$ cat config.mk
export PLATFORM = sky130hd
export DESIGN_NAME = running_mean_variance
export DESIGN_NICKNAME = d
export VERILOG_FILES = /design/src/rtl/rmv_pkg.sv /design/src/rtl/running_mean_variance.sv /design/src/rtl/rmv_fifo.sv /design/src/rtl/rmv_front.sv /design/src/rtl/rmv_back.sv
export SDC_FILE = /design/constraint.sdc
export NUM_CORES = 2
export LEC_CHECK = 0
export BUFFER_PORTS_ARGS = -buffer_cell sky130_fd_sc_hd__buf_4
export CAP_MARGIN = 40
export CORE_AREA = 4 4 394 396
export DETAILED_ROUTE_END_ITERATION = 8
export DIE_AREA = 0 0 398 400
export GPL_ROUTABILITY_DRIVEN = 1
export PLACE_DENSITY = 0.65
export SYNTH_ARGS = -nofsm -noshare
export SYNTH_HDL_FRONTEND = slang
export SYNTH_HIERARCHICAL = 1
export SYNTH_SLANG_ARGS = --single-unit
$ cat constraint.sdc
create_clock -name clk -period 16.9 [get_ports clk]
set_input_delay 0.845 -clock clk [delete_from_list [all_inputs] [get_ports clk]]
set_output_delay 0.845 -clock clk [all_outputs]
set_load 0.05 [all_outputs]
$ cat src/rtl/rmv_pkg.sv
// ----------------------------------------------------------------------------
// rmv_pkg: shared types and constants for the running mean/variance block
// Request and result layouts, the internal work word and fixed sizes.
// ----------------------------------------------------------------------------
package rmv_pkg;

  localparam int COUNT_BITS  = 20;
  localparam int SAMPLE_BITS = 16;
  localparam int MEAN_FRAC   = 16;
  localparam int MEAN_BITS   = SAMPLE_BITS + MEAN_FRAC;
  localparam int M2_BITS     = 64;
  localparam int VAR_BITS    = 38;
  localparam int SD_BITS     = 23;

  localparam logic [COUNT_BITS-1:0] COUNT_MAX = {COUNT_BITS{1'b1}};
  localparam logic [VAR_BITS-1:0]   VAR_MAX   = {VAR_BITS{1'b1}};

  typedef enum logic [0:0] {
    OP_PUSH  = 1'b0,
    OP_CLEAR = 1'b1
  } op_t;

  typedef struct packed {
    logic                          cmd;
    logic signed [SAMPLE_BITS-1:0] sample;
  } item_t;

  typedef struct packed {
    logic        [COUNT_BITS-1:0] sample_count;
    logic signed [MEAN_BITS-1:0]  mean_value;
    logic        [VAR_BITS-1:0]   variance_value;
    logic        [SD_BITS-1:0]    std_dev;
    logic                         count_saturated;
  } result_t;

  // classified request handed from front to back
  typedef struct packed {
    op_t                         op;
    logic signed [MEAN_BITS-1:0] xf;
  } work_t;

endpackage

$ cat src/rtl/running_mean_variance.sv
// ----------------------------------------------------------------------------
// running_mean_variance: online mean / variance / standard deviation
// Welford update in fixed point; every request returns the new statistics.
// ----------------------------------------------------------------------------
//  channel   | handshake          | payload
//  ----------+--------------------+-------------------------------------------
//  request   | push / full        | item   (cmd, sample)
//  result    | empty / pop        | result (count, mean, variance, std_dev,
//            |                    |         count_saturated)
//
//  A push onto one or more samples runs 32 divider steps for the mean update,
//  64 for M2/(n-1), 23 square-root steps and the control states between them.
//  A clear or the first push after one skips both divisions and runs only the
//  square-root steps. The radix-2 divider is shared; a full result queue adds stalls.
//  Reset (rst, synchronous) zeroes count, mean and M2 and empties both queues.
//  The intake keeps taking requests while the engine works or a result waits, until the work queue fills.
// ----------------------------------------------------------------------------
module running_mean_variance #(
  parameter int QUEUE_DEPTH = 2
) (
  input  logic              clk,
  input  logic              rst,
  input  logic              push,
  output logic              full,
  input  rmv_pkg::item_t    item,
  output logic              empty,
  input  logic              pop,
  output rmv_pkg::result_t  result
);

  import rmv_pkg::*;

  localparam int WORK_W = $bits(work_t);
  localparam int RES_W  = $bits(result_t);

  // front -> work queue
  logic  wq_push;
  logic  wq_full;
  work_t wq_in;
  // work queue -> back
  logic  wq_pop;
  logic  wq_empty;
  logic [WORK_W-1:0] wq_out;
  // back -> result queue
  logic    rq_push;
  logic    rq_full;
  result_t rq_in;
  logic [RES_W-1:0] rq_out;

  rmv_front u_front (
    .clk    (clk),
    .rst    (rst),
    .push   (push),
    .item   (item),
    .full   (full),
    .q_full (wq_full),
    .q_push (wq_push),
    .q_data (wq_in)
  );

  rmv_fifo #(
    .WIDTH (WORK_W),
    .DEPTH (QUEUE_DEPTH)
  ) u_work_q (
    .clk     (clk),
    .rst     (rst),
    .wr_en   (wq_push),
    .wr_data (wq_in),
    .rd_en   (wq_pop),
    .rd_data (wq_out),
    .full    (wq_full),
    .empty   (wq_empty)
  );

  rmv_back u_back (
    .clk     (clk),
    .rst     (rst),
    .q_empty (wq_empty),
    .q_data  (work_t'(wq_out)),
    .q_pop   (wq_pop),
    .r_full  (rq_full),
    .r_push  (rq_push),
    .r_data  (rq_in)
  );

  // results wait here so the engine can start the next request
  rmv_fifo #(
    .WIDTH (RES_W),
    .DEPTH (QUEUE_DEPTH)
  ) u_res_q (
    .clk     (clk),
    .rst     (rst),
    .wr_en   (rq_push),
    .wr_data (rq_in),
    .rd_en   (pop),
    .rd_data (rq_out),
    .full    (rq_full),
    .empty   (empty)
  );

  assign result = result_t'(rq_out);

endmodule

$ cat src/rtl/rmv_fifo.sv
// ----------------------------------------------------------------------------
// rmv_fifo: small register queue
// First-word-fall-through queue of DEPTH entries, WIDTH bits each.
// ----------------------------------------------------------------------------
module rmv_fifo #(
  parameter int WIDTH = 8,
  parameter int DEPTH = 2
) (
  input  logic             clk,
  input  logic             rst,
  input  logic             wr_en,
  input  logic [WIDTH-1:0] wr_data,
  input  logic             rd_en,
  output logic [WIDTH-1:0] rd_data,
  output logic             full,
  output logic             empty
);

  localparam int AW = (DEPTH > 1) ? $clog2(DEPTH) : 1;
  localparam int CW = $clog2(DEPTH + 1);
  localparam logic [AW-1:0] LAST = AW'(DEPTH - 1);
  localparam logic [CW-1:0] FULL_CNT = CW'(DEPTH);

  logic [WIDTH-1:0] mem [DEPTH];
  logic [AW-1:0]    wr_ptr;
  logic [AW-1:0]    rd_ptr;
  logic [CW-1:0]    cnt;
  logic             do_wr;
  logic             do_rd;

  assign full    = (cnt == FULL_CNT);
  assign empty   = (cnt == '0);
  assign do_wr   = wr_en && !full;
  assign do_rd   = rd_en && !empty;
  assign rd_data = mem[rd_ptr];

  always_ff @(posedge clk) begin
    if (rst) begin
      wr_ptr <= '0;
      rd_ptr <= '0;
      cnt    <= '0;
    end else begin
      if (do_wr) begin
        wr_ptr <= (wr_ptr == LAST) ? '0 : wr_ptr + 1'b1;
      end
      if (do_rd) begin
        rd_ptr <= (rd_ptr == LAST) ? '0 : rd_ptr + 1'b1;
      end
      if (do_wr && !do_rd) begin
        cnt <= cnt + 1'b1;
      end else if (do_rd && !do_wr) begin
        cnt <= cnt - 1'b1;
      end
    end
  end

  always_ff @(posedge clk) begin
    if (do_wr) begin
      mem[wr_ptr] <= wr_data;
    end
  end

endmodule

$ cat src/rtl/rmv_front.sv
// ----------------------------------------------------------------------------
// rmv_front: request intake
// Registers each request, decodes push/clear and scales the sample to Q16.16.
// ----------------------------------------------------------------------------
module rmv_front (
  input  logic          clk,
  input  logic          rst,
  input  logic          push,
  input  rmv_pkg::item_t item,
  output logic          full,
  input  logic          q_full,
  output logic          q_push,
  output rmv_pkg::work_t q_data
);

  import rmv_pkg::*;

  logic  vld;
  work_t wk;

  assign full   = vld && q_full;
  assign q_push = vld && !q_full;
  assign q_data = wk;

  always_ff @(posedge clk) begin
    if (rst) begin
      vld <= 1'b0;
    end else if (push && !full) begin
      vld <= 1'b1;
    end else if (q_push) begin
      vld <= 1'b0;
    end
  end

  always_ff @(posedge clk) begin
    if (push && !full) begin
      wk.op <= item.cmd ? OP_CLEAR : OP_PUSH;
      wk.xf <= {item.sample, {MEAN_FRAC{1'b0}}};
    end
  end

endmodule

$ cat src/rtl/rmv_back.sv
// ----------------------------------------------------------------------------
// rmv_back: statistics engine
// Sequencer with a shared radix-2 divider, a 32x32 multiplier and a square root.
// ----------------------------------------------------------------------------
module rmv_back (
  input  logic            clk,
  input  logic            rst,
  input  logic            q_empty,
  input  rmv_pkg::work_t  q_data,
  output logic            q_pop,
  input  logic            r_full,
  output logic            r_push,
  output rmv_pkg::result_t r_data
);

  import rmv_pkg::*;

  typedef enum logic [3:0] {
    S_IDLE, S_UPDATE, S_DIVM, S_NEWMEAN, S_MUL, S_ACC,
    S_FINISH, S_DIVV, S_SATV, S_SQRT, S_DONE
  } state_t;

  localparam int RAD_BITS = VAR_BITS + 8;
  localparam int SREM_BITS = SD_BITS + 3;
  localparam int SQ_REM_BITS = SREM_BITS - 2;

  state_t                      state;
  op_t                         op;
  logic signed [MEAN_BITS-1:0] xf;
  logic        [COUNT_BITS-1:0] count;
  logic signed [MEAN_BITS-1:0] mean;
  logic        [M2_BITS-1:0]   m2;
  logic        [MEAN_BITS-1:0] dabs;
  logic        [MEAN_BITS-1:0] eabs;
  logic                        dneg;
  logic        [2*MEAN_BITS-1:0] prod;
  logic        [COUNT_BITS-1:0] dvs;
  logic        [COUNT_BITS-1:0] rem;
  logic        [M2_BITS-1:0]   dq;
  logic        [6:0]           step;
  logic        [VAR_BITS-1:0]  var_r;
  logic        [RAD_BITS-1:0]  rad;
  logic        [SQ_REM_BITS-1:0] srem;
  logic        [SD_BITS-1:0]   root;

  logic        [COUNT_BITS-1:0] cnt_inc;
  logic signed [MEAN_BITS:0]   d;
  logic        [COUNT_BITS:0]   r2;
  logic                        div_ge;
  logic signed [MEAN_BITS:0]   nm;
  logic signed [MEAN_BITS:0]   e;
  logic        [M2_BITS:0]     m2_sum;
  logic        [SREM_BITS-1:0] s2;
  logic        [SREM_BITS-1:0] trial;
  logic                        sq_ge;

  always_comb begin
    cnt_inc = (count == COUNT_MAX) ? count : count + 1'b1;
    d       = {xf[MEAN_BITS-1], xf} - {mean[MEAN_BITS-1], mean};
    r2      = {rem, dq[M2_BITS-1]};
    div_ge  = (r2 >= {1'b0, dvs});
    nm      = dneg ? ({mean[MEAN_BITS-1], mean} - {1'b0, dq[MEAN_BITS-1:0]})
                   : ({mean[MEAN_BITS-1], mean} + {1'b0, dq[MEAN_BITS-1:0]});
    e       = {xf[MEAN_BITS-1], xf} - nm;
    m2_sum  = {1'b0, m2} + {{(M2_BITS-2*MEAN_BITS+25){1'b0}}, prod[2*MEAN_BITS-1:24]};
    s2      = {srem, rad[RAD_BITS-1 -: 2]};
    trial   = {1'b0, root, 2'b01};
    sq_ge   = (s2 >= trial);
  end

  assign q_pop  = (state == S_IDLE) && !q_empty;
  assign r_push = (state == S_DONE) && !r_full;

  always_comb begin
    r_data.sample_count    = count;
    r_data.mean_value      = mean;
    r_data.variance_value  = var_r;
    r_data.std_dev         = root;
    r_data.count_saturated = (count == COUNT_MAX);
  end

  always_ff @(posedge clk) begin
    if (rst) begin
      state <= S_IDLE;
      count <= '0;
      mean  <= '0;
      m2    <= '0;
    end else begin
      case (state)
        S_IDLE: begin
          if (!q_empty) begin
            op    <= q_data.op;
            xf    <= q_data.xf;
            state <= S_UPDATE;
          end
        end
        S_UPDATE: begin
          if (op == OP_CLEAR) begin
            count <= '0;
            mean  <= '0;
            m2    <= '0;
            state <= S_FINISH;
          end else begin
            count <= cnt_inc;
            if (cnt_inc == COUNT_BITS'(1)) begin
              mean  <= xf;
              m2    <= '0;
              state <= S_FINISH;
            end else begin
              dneg  <= d[MEAN_BITS];
              dabs  <= d[MEAN_BITS] ? MEAN_BITS'(-d) : d[MEAN_BITS-1:0];
              dq    <= {(d[MEAN_BITS] ? MEAN_BITS'(-d) : d[MEAN_BITS-1:0]),
                        {(M2_BITS-MEAN_BITS){1'b0}}};
              rem   <= '0;
              dvs   <= cnt_inc;
              step  <= 7'(MEAN_BITS);
              state <= S_DIVM;
            end
          end
        end
        S_DIVM, S_DIVV: begin
          rem  <= div_ge ? COUNT_BITS'(r2 - {1'b0, dvs}) : r2[COUNT_BITS-1:0];
          dq   <= {dq[M2_BITS-2:0], div_ge};
          step <= step - 1'b1;
          if (step == 7'd1) begin
            state <= (state == S_DIVM) ? S_NEWMEAN : S_SATV;
          end
        end
        S_NEWMEAN: begin
          mean  <= nm[MEAN_BITS-1:0];
          eabs  <= e[MEAN_BITS] ? MEAN_BITS'(-e) : e[MEAN_BITS-1:0];
          state <= S_MUL;
        end
        S_MUL: begin
          prod  <= dabs * eabs;
          state <= S_ACC;
        end
        S_ACC: begin
          m2    <= m2_sum[M2_BITS] ? {M2_BITS{1'b1}} : m2_sum[M2_BITS-1:0];
          state <= S_FINISH;
        end
        S_FINISH: begin
          if (count > COUNT_BITS'(1)) begin
            dq    <= m2;
            rem   <= '0;
            dvs   <= count - 1'b1;
            step  <= 7'(M2_BITS);
            state <= S_DIVV;
          end else begin
            var_r <= '0;
            rad   <= '0;
            srem  <= '0;
            root  <= '0;
            step  <= 7'(SD_BITS);
            state <= S_SQRT;
          end
        end
        S_SATV: begin
          var_r <= (|dq[M2_BITS-1:VAR_BITS]) ? VAR_MAX : dq[VAR_BITS-1:0];
          rad   <= {((|dq[M2_BITS-1:VAR_BITS]) ? VAR_MAX : dq[VAR_BITS-1:0]), 8'h00};
          srem  <= '0;
          root  <= '0;
          step  <= 7'(SD_BITS);
          state <= S_SQRT;
        end
        S_SQRT: begin
          srem <= sq_ge ? SQ_REM_BITS'(s2 - trial) : s2[SQ_REM_BITS-1:0];
          root <= {root[SD_BITS-2:0], sq_ge};
          rad  <= {rad[RAD_BITS-3:0], 2'b00};
          step <= step - 1'b1;
          if (step == 7'd1) begin
            state <= S_DONE;
          end
        end
        S_DONE: begin
          if (!r_full) begin
            state <= S_IDLE;
          end
        end
        default: begin
          state <= S_IDLE;
        end
      endcase
    end
  end

`ifndef SYNTHESIS
  a_clear_zeroes: assert property (@(posedge clk) disable iff (rst)
    (state == S_UPDATE && op == OP_CLEAR) |=> (count == '0 && m2 == '0))
    else $error("clear did not zero the statistics");

  a_push_counts: assert property (@(posedge clk) disable iff (rst)
    (state == S_UPDATE && op == OP_PUSH) |=> (count != '0 && count >= $past(count)))
    else $error("push did not advance the count");

  a_var_small_count: assert property (@(posedge clk) disable iff (rst)
    (state == S_DONE && count < COUNT_BITS'(2)) |-> (var_r == '0 && root == '0))
    else $error("variance nonzero with fewer than two samples");

  a_div_steps: assert property (@(posedge clk) disable iff (rst)
    (state == S_DIVM || state == S_DIVV || state == S_SQRT) |-> (step != '0))
    else $error("iteration counter ran out");
`endif

endmodule
==> impl_metrics.tcl <==
set metrics [dict create \
    cts_setup_buffers 0 \
    maxUsedRoutingLayer "met4" \
    antenna_left 0 \
    antenna_found_initial 3 \
    drive_gt1_share_pct 8.257 \
    synth_flop_cell "edfxtp_1" \
    hold_violations 0 \
    period_share_pct 52.41 \
    pre_cts_slack_ns 8.125 \
    holdBufCountCts 0 \
    seq_area_sq_um 23140 \
    worstSetupPathType "reg -> reg" \
    min_delay_path_depth 1 \
    synth_fa_ha_area_share_pct 31.36 \
    dieHeight_microns 400 \
    slew_violations 0 \
    netlist_area_sq_um 75450 \
    drcViolationCount 0 \
    setup_ws_ns 8.043 \
    reg2reg_slack_ns 8.04 \
    status "finished clean" \
    wl_met2_microns 96110 \
    tns_ns 0 \
    yosys.area.top_type "edfxtp_1" \
    hpwl_microns 151300 \
    wl_met3_microns 12940 \
    setup_viol 0 \
    syn2layout_area_growth_pct 7.833 \
    grt-ovfl-total 0 \
    multi_input_area_sq_um 46990 \
    synth_mux_area_share_pct 3.101 \
    yosysSeqAreaShare_pct 30.66 \
    cts_tree "yes" \
    io_buffers 136 \
    cp-end-kind "flop" \
    synthCells 7295 \
    critical_path.top_delay_family "adder cells" \
    grt_max_degree 68 \
    nets 8640 \
    crit_arrival_ns 9.28 \
    clock-root-buffer "clkbuf_16" \
    hp-start "item[0]" \
    avgSynthCellArea_sq_um 10.34 \
    nFillCells 13350 \
    drt-wirelength-per-cell_microns 21.78 \
    path_buf_inv 3 \
    synthSimpleGateAreaFrac_pct 14.09 \
    maxSlewHeadroom_pct 41.34 \
    cp_data_required_time_ns 17.32 \
    row_count 143 \
    diodes 0 \
    wirelength_microns 204000 \
    netlist-cell-type-count 114 \
    die_w_microns 398 \
    grt_pass1_vias 54830 \
    htree_num_levels 3 \
    drt-initial-drc-count 4322 \
    worst_r2r_path_depth 25 \
    cts_resized 0 \
    r2r-end "u_back/prod[62]$_DFFE_PP_" \
    crit_fanout 32 \
    synth_top_area_share_pct 27.18 \
    die_area_sq_um 159200 \
    numCtsBuffers 83 \
    synth_compound_area_share_pct 9.934 \
    layout_min_cycle_time_ns 8.857 \
    clock_latency_ns 0.69 \
    synth-xor-area-share_pct 3.585 \
    rsz0062_at_grt "false" \
    gp_congestion 0.9293 \
    core-area_sq_um 151500 \
    ios 137 \
    synth-edff-count 683 \
    grt_pass1_wl_microns 319600 \
    cts_buffer_depth 3 \
    ys_seq_elements 814 \
    clk_pin_slew_ns 0.06 \
    synthArstFlopShare_pct 0 \
    tightest_slew_ns 0.8799 \
    min_to "u_front/q_data[16]$_DFFE_PP_" \
    grt_usage_pct 25.99 \
    crit_slowest_cell "a211oi_1" \
    holdCritPathClass "in -> reg" \
    fmaxAchievable_ghz 0.1129 \
    timing.max_cap.violations 0 \
    worst_path_most_repeated_cell "fa_1" \
    max_stage_delay_ns 0.58 \
    start_util_pct 49.78 \
    via_count 53160 \
    rr_startpoint "u_back/dabs[19]$_DFFE_PP_" \
    ys_warn_count 6 \
    clock-sinks 814 \
    cp-start-kind "flop" \
    viasPerCell 5.674 \
    synthTopCellsByArea "edfxtp_1 (27%), fa_1 (24%), ha_1 (7.5%)" \
    first_pass_iters 8 \
    fin_worst_skew_ns 0.03732 \
    met1Wirelength_microns 85350 \
    synth_top_family_by_area "adder cells" \
]
==> cells by family after synthesis <==
logic type | Yosys count
AOI/OAI and AO/OA | 1108
xor gates and xnor gates | 308
adders and majority gates | 1351
buffers and inverters | 1404
DFF | 814
muxes | 192
other | 1
and+or+nand+nor | 2117
==> area by class of cell <==
type	instances	area share [%]
clock buffers	108	2.744
well taps	2030	3.122
multi-input cells	5092	57.75
repair buffers	251	2.485
flip-flops and latches	814	28.44
inverters	1026	4.737
clock inverters	48	0.7198
==> routing by layer <==
layer	vias to the layer above	global-route usage, %
li1	24010	-
met1	26840	34.78
met2	1825	42.63
met3	484	3.837
met4	0	10.63
met5	-	0
==> sequential cells by signal (all words and copies together), names as in the netlist, 2 cells and up, named ones only <==
| signal | count |
|---|---|
| u_back/step | 7 |
| u_back/var_r | 38 |
| u_work_q/cnt | 2 |
| u_back/dabs | 32 |
| u_work_q/mem | 66 |
| u_back/m2 | 64 |
| u_back/eabs | 32 |
| u_back/count | 20 |
| u_back/rem | 20 |
| u_back/rad | 38 |
| u_back/xf | 32 |
| u_back/prod | 40 |
| u_back/state | 4 |
| u_res_q/cnt | 2 |
| u_back/root | 23 |
| u_back/srem | 24 |
| u_back/dq | 64 |
| u_back/dvs | 20 |
| u_front/q_data | 17 |
| u_back/mean | 32 |
| u_res_q/mem | 228 |
==> worst register-to-register path, delay by kind of cell (launching register included) <==
kind,cells,cell delay (ns)
AND/OR/NAND/NOR,5,1.18
flip-flops,1,0.33
adder cells (fa/ha/maj),9,4.32
buffers and inverters,3,0.62
AO/OA/AOI/OAI,7,2.01
XOR/XNOR,1,0.13
==> stage by stage <==
stage | area, sq um | instances | utilization (%) | hold slack (ns)
floorplan | 75500 | 7310 | - | 0.4202
global placement | 78310 | 9201 | 51.67 | 0.4239
detailed placement | 78540 | 9213 | 51.82 | 0.4298
CTS | 81360 | 9369 | 53.68 | 0.2798
global route | 81360 | 9369 | 53.68 | 0.2963
finish | 81360 | 9369 | 53.68 | 0.3355
==> how the worst max path moves through the flow <==
stage	start	slack [ns]	end	cells after the start
after CTS	u_back/dabs[18]$_DFFE_PP_	8.11	u_back/prod[62]$_DFFE_PP_	25
after floorplan	u_back/count[11]$_SDFFE_PP0P_	7.98	u_back/dq[0]$_DFFE_PP_	12
after global placement	u_back/dabs[10]$_DFFE_PP_	8.24	u_back/prod[62]$_DFFE_PP_	27
after global routing	u_back/dabs[19]$_DFFE_PP_	7.68	u_back/prod[62]$_DFFE_PP_	25
final	u_back/dabs[19]$_DFFE_PP_	8.04	u_back/prod[62]$_DFFE_PP_	25
after detailed placement	u_back/dabs[19]$_DFFE_PP_	8.12	u_back/prod[62]$_DFFE_PP_	25
==> layout by cell type, fill, tap and decap left out, types with 169 or more instances in the layout <==
master    netlist  routed
a21o_1        169     169
nor2_1        345     339
ha_1          451     451
and2_1        629     628
fa_1          900     900
a21oi_1       235     234
edfxtp_1      683     683
nand2_1       694     694
o21ai_0       216     215
xnor2_1       216     216
buf_4          24     240
inv_1        1025    1024
==> cells in the mapped netlist, drive strengths merged (73+ instances only) <==
library cell and number:
a21o 171, a21oi 237, and2 631, clkbuf 307, dfxtp 131, edfxtp 683, fa 900, ha 451
inv 1026, mux2 154, nand2 694, nand3 73, nor2 346, nor3 78, o21a 75, o21ai 234
xnor2 217, xor2 91
Power is left out: the tool's default activity adds up to more than one toggle a clock period on the data nets, which glitch-free logic cannot reach.
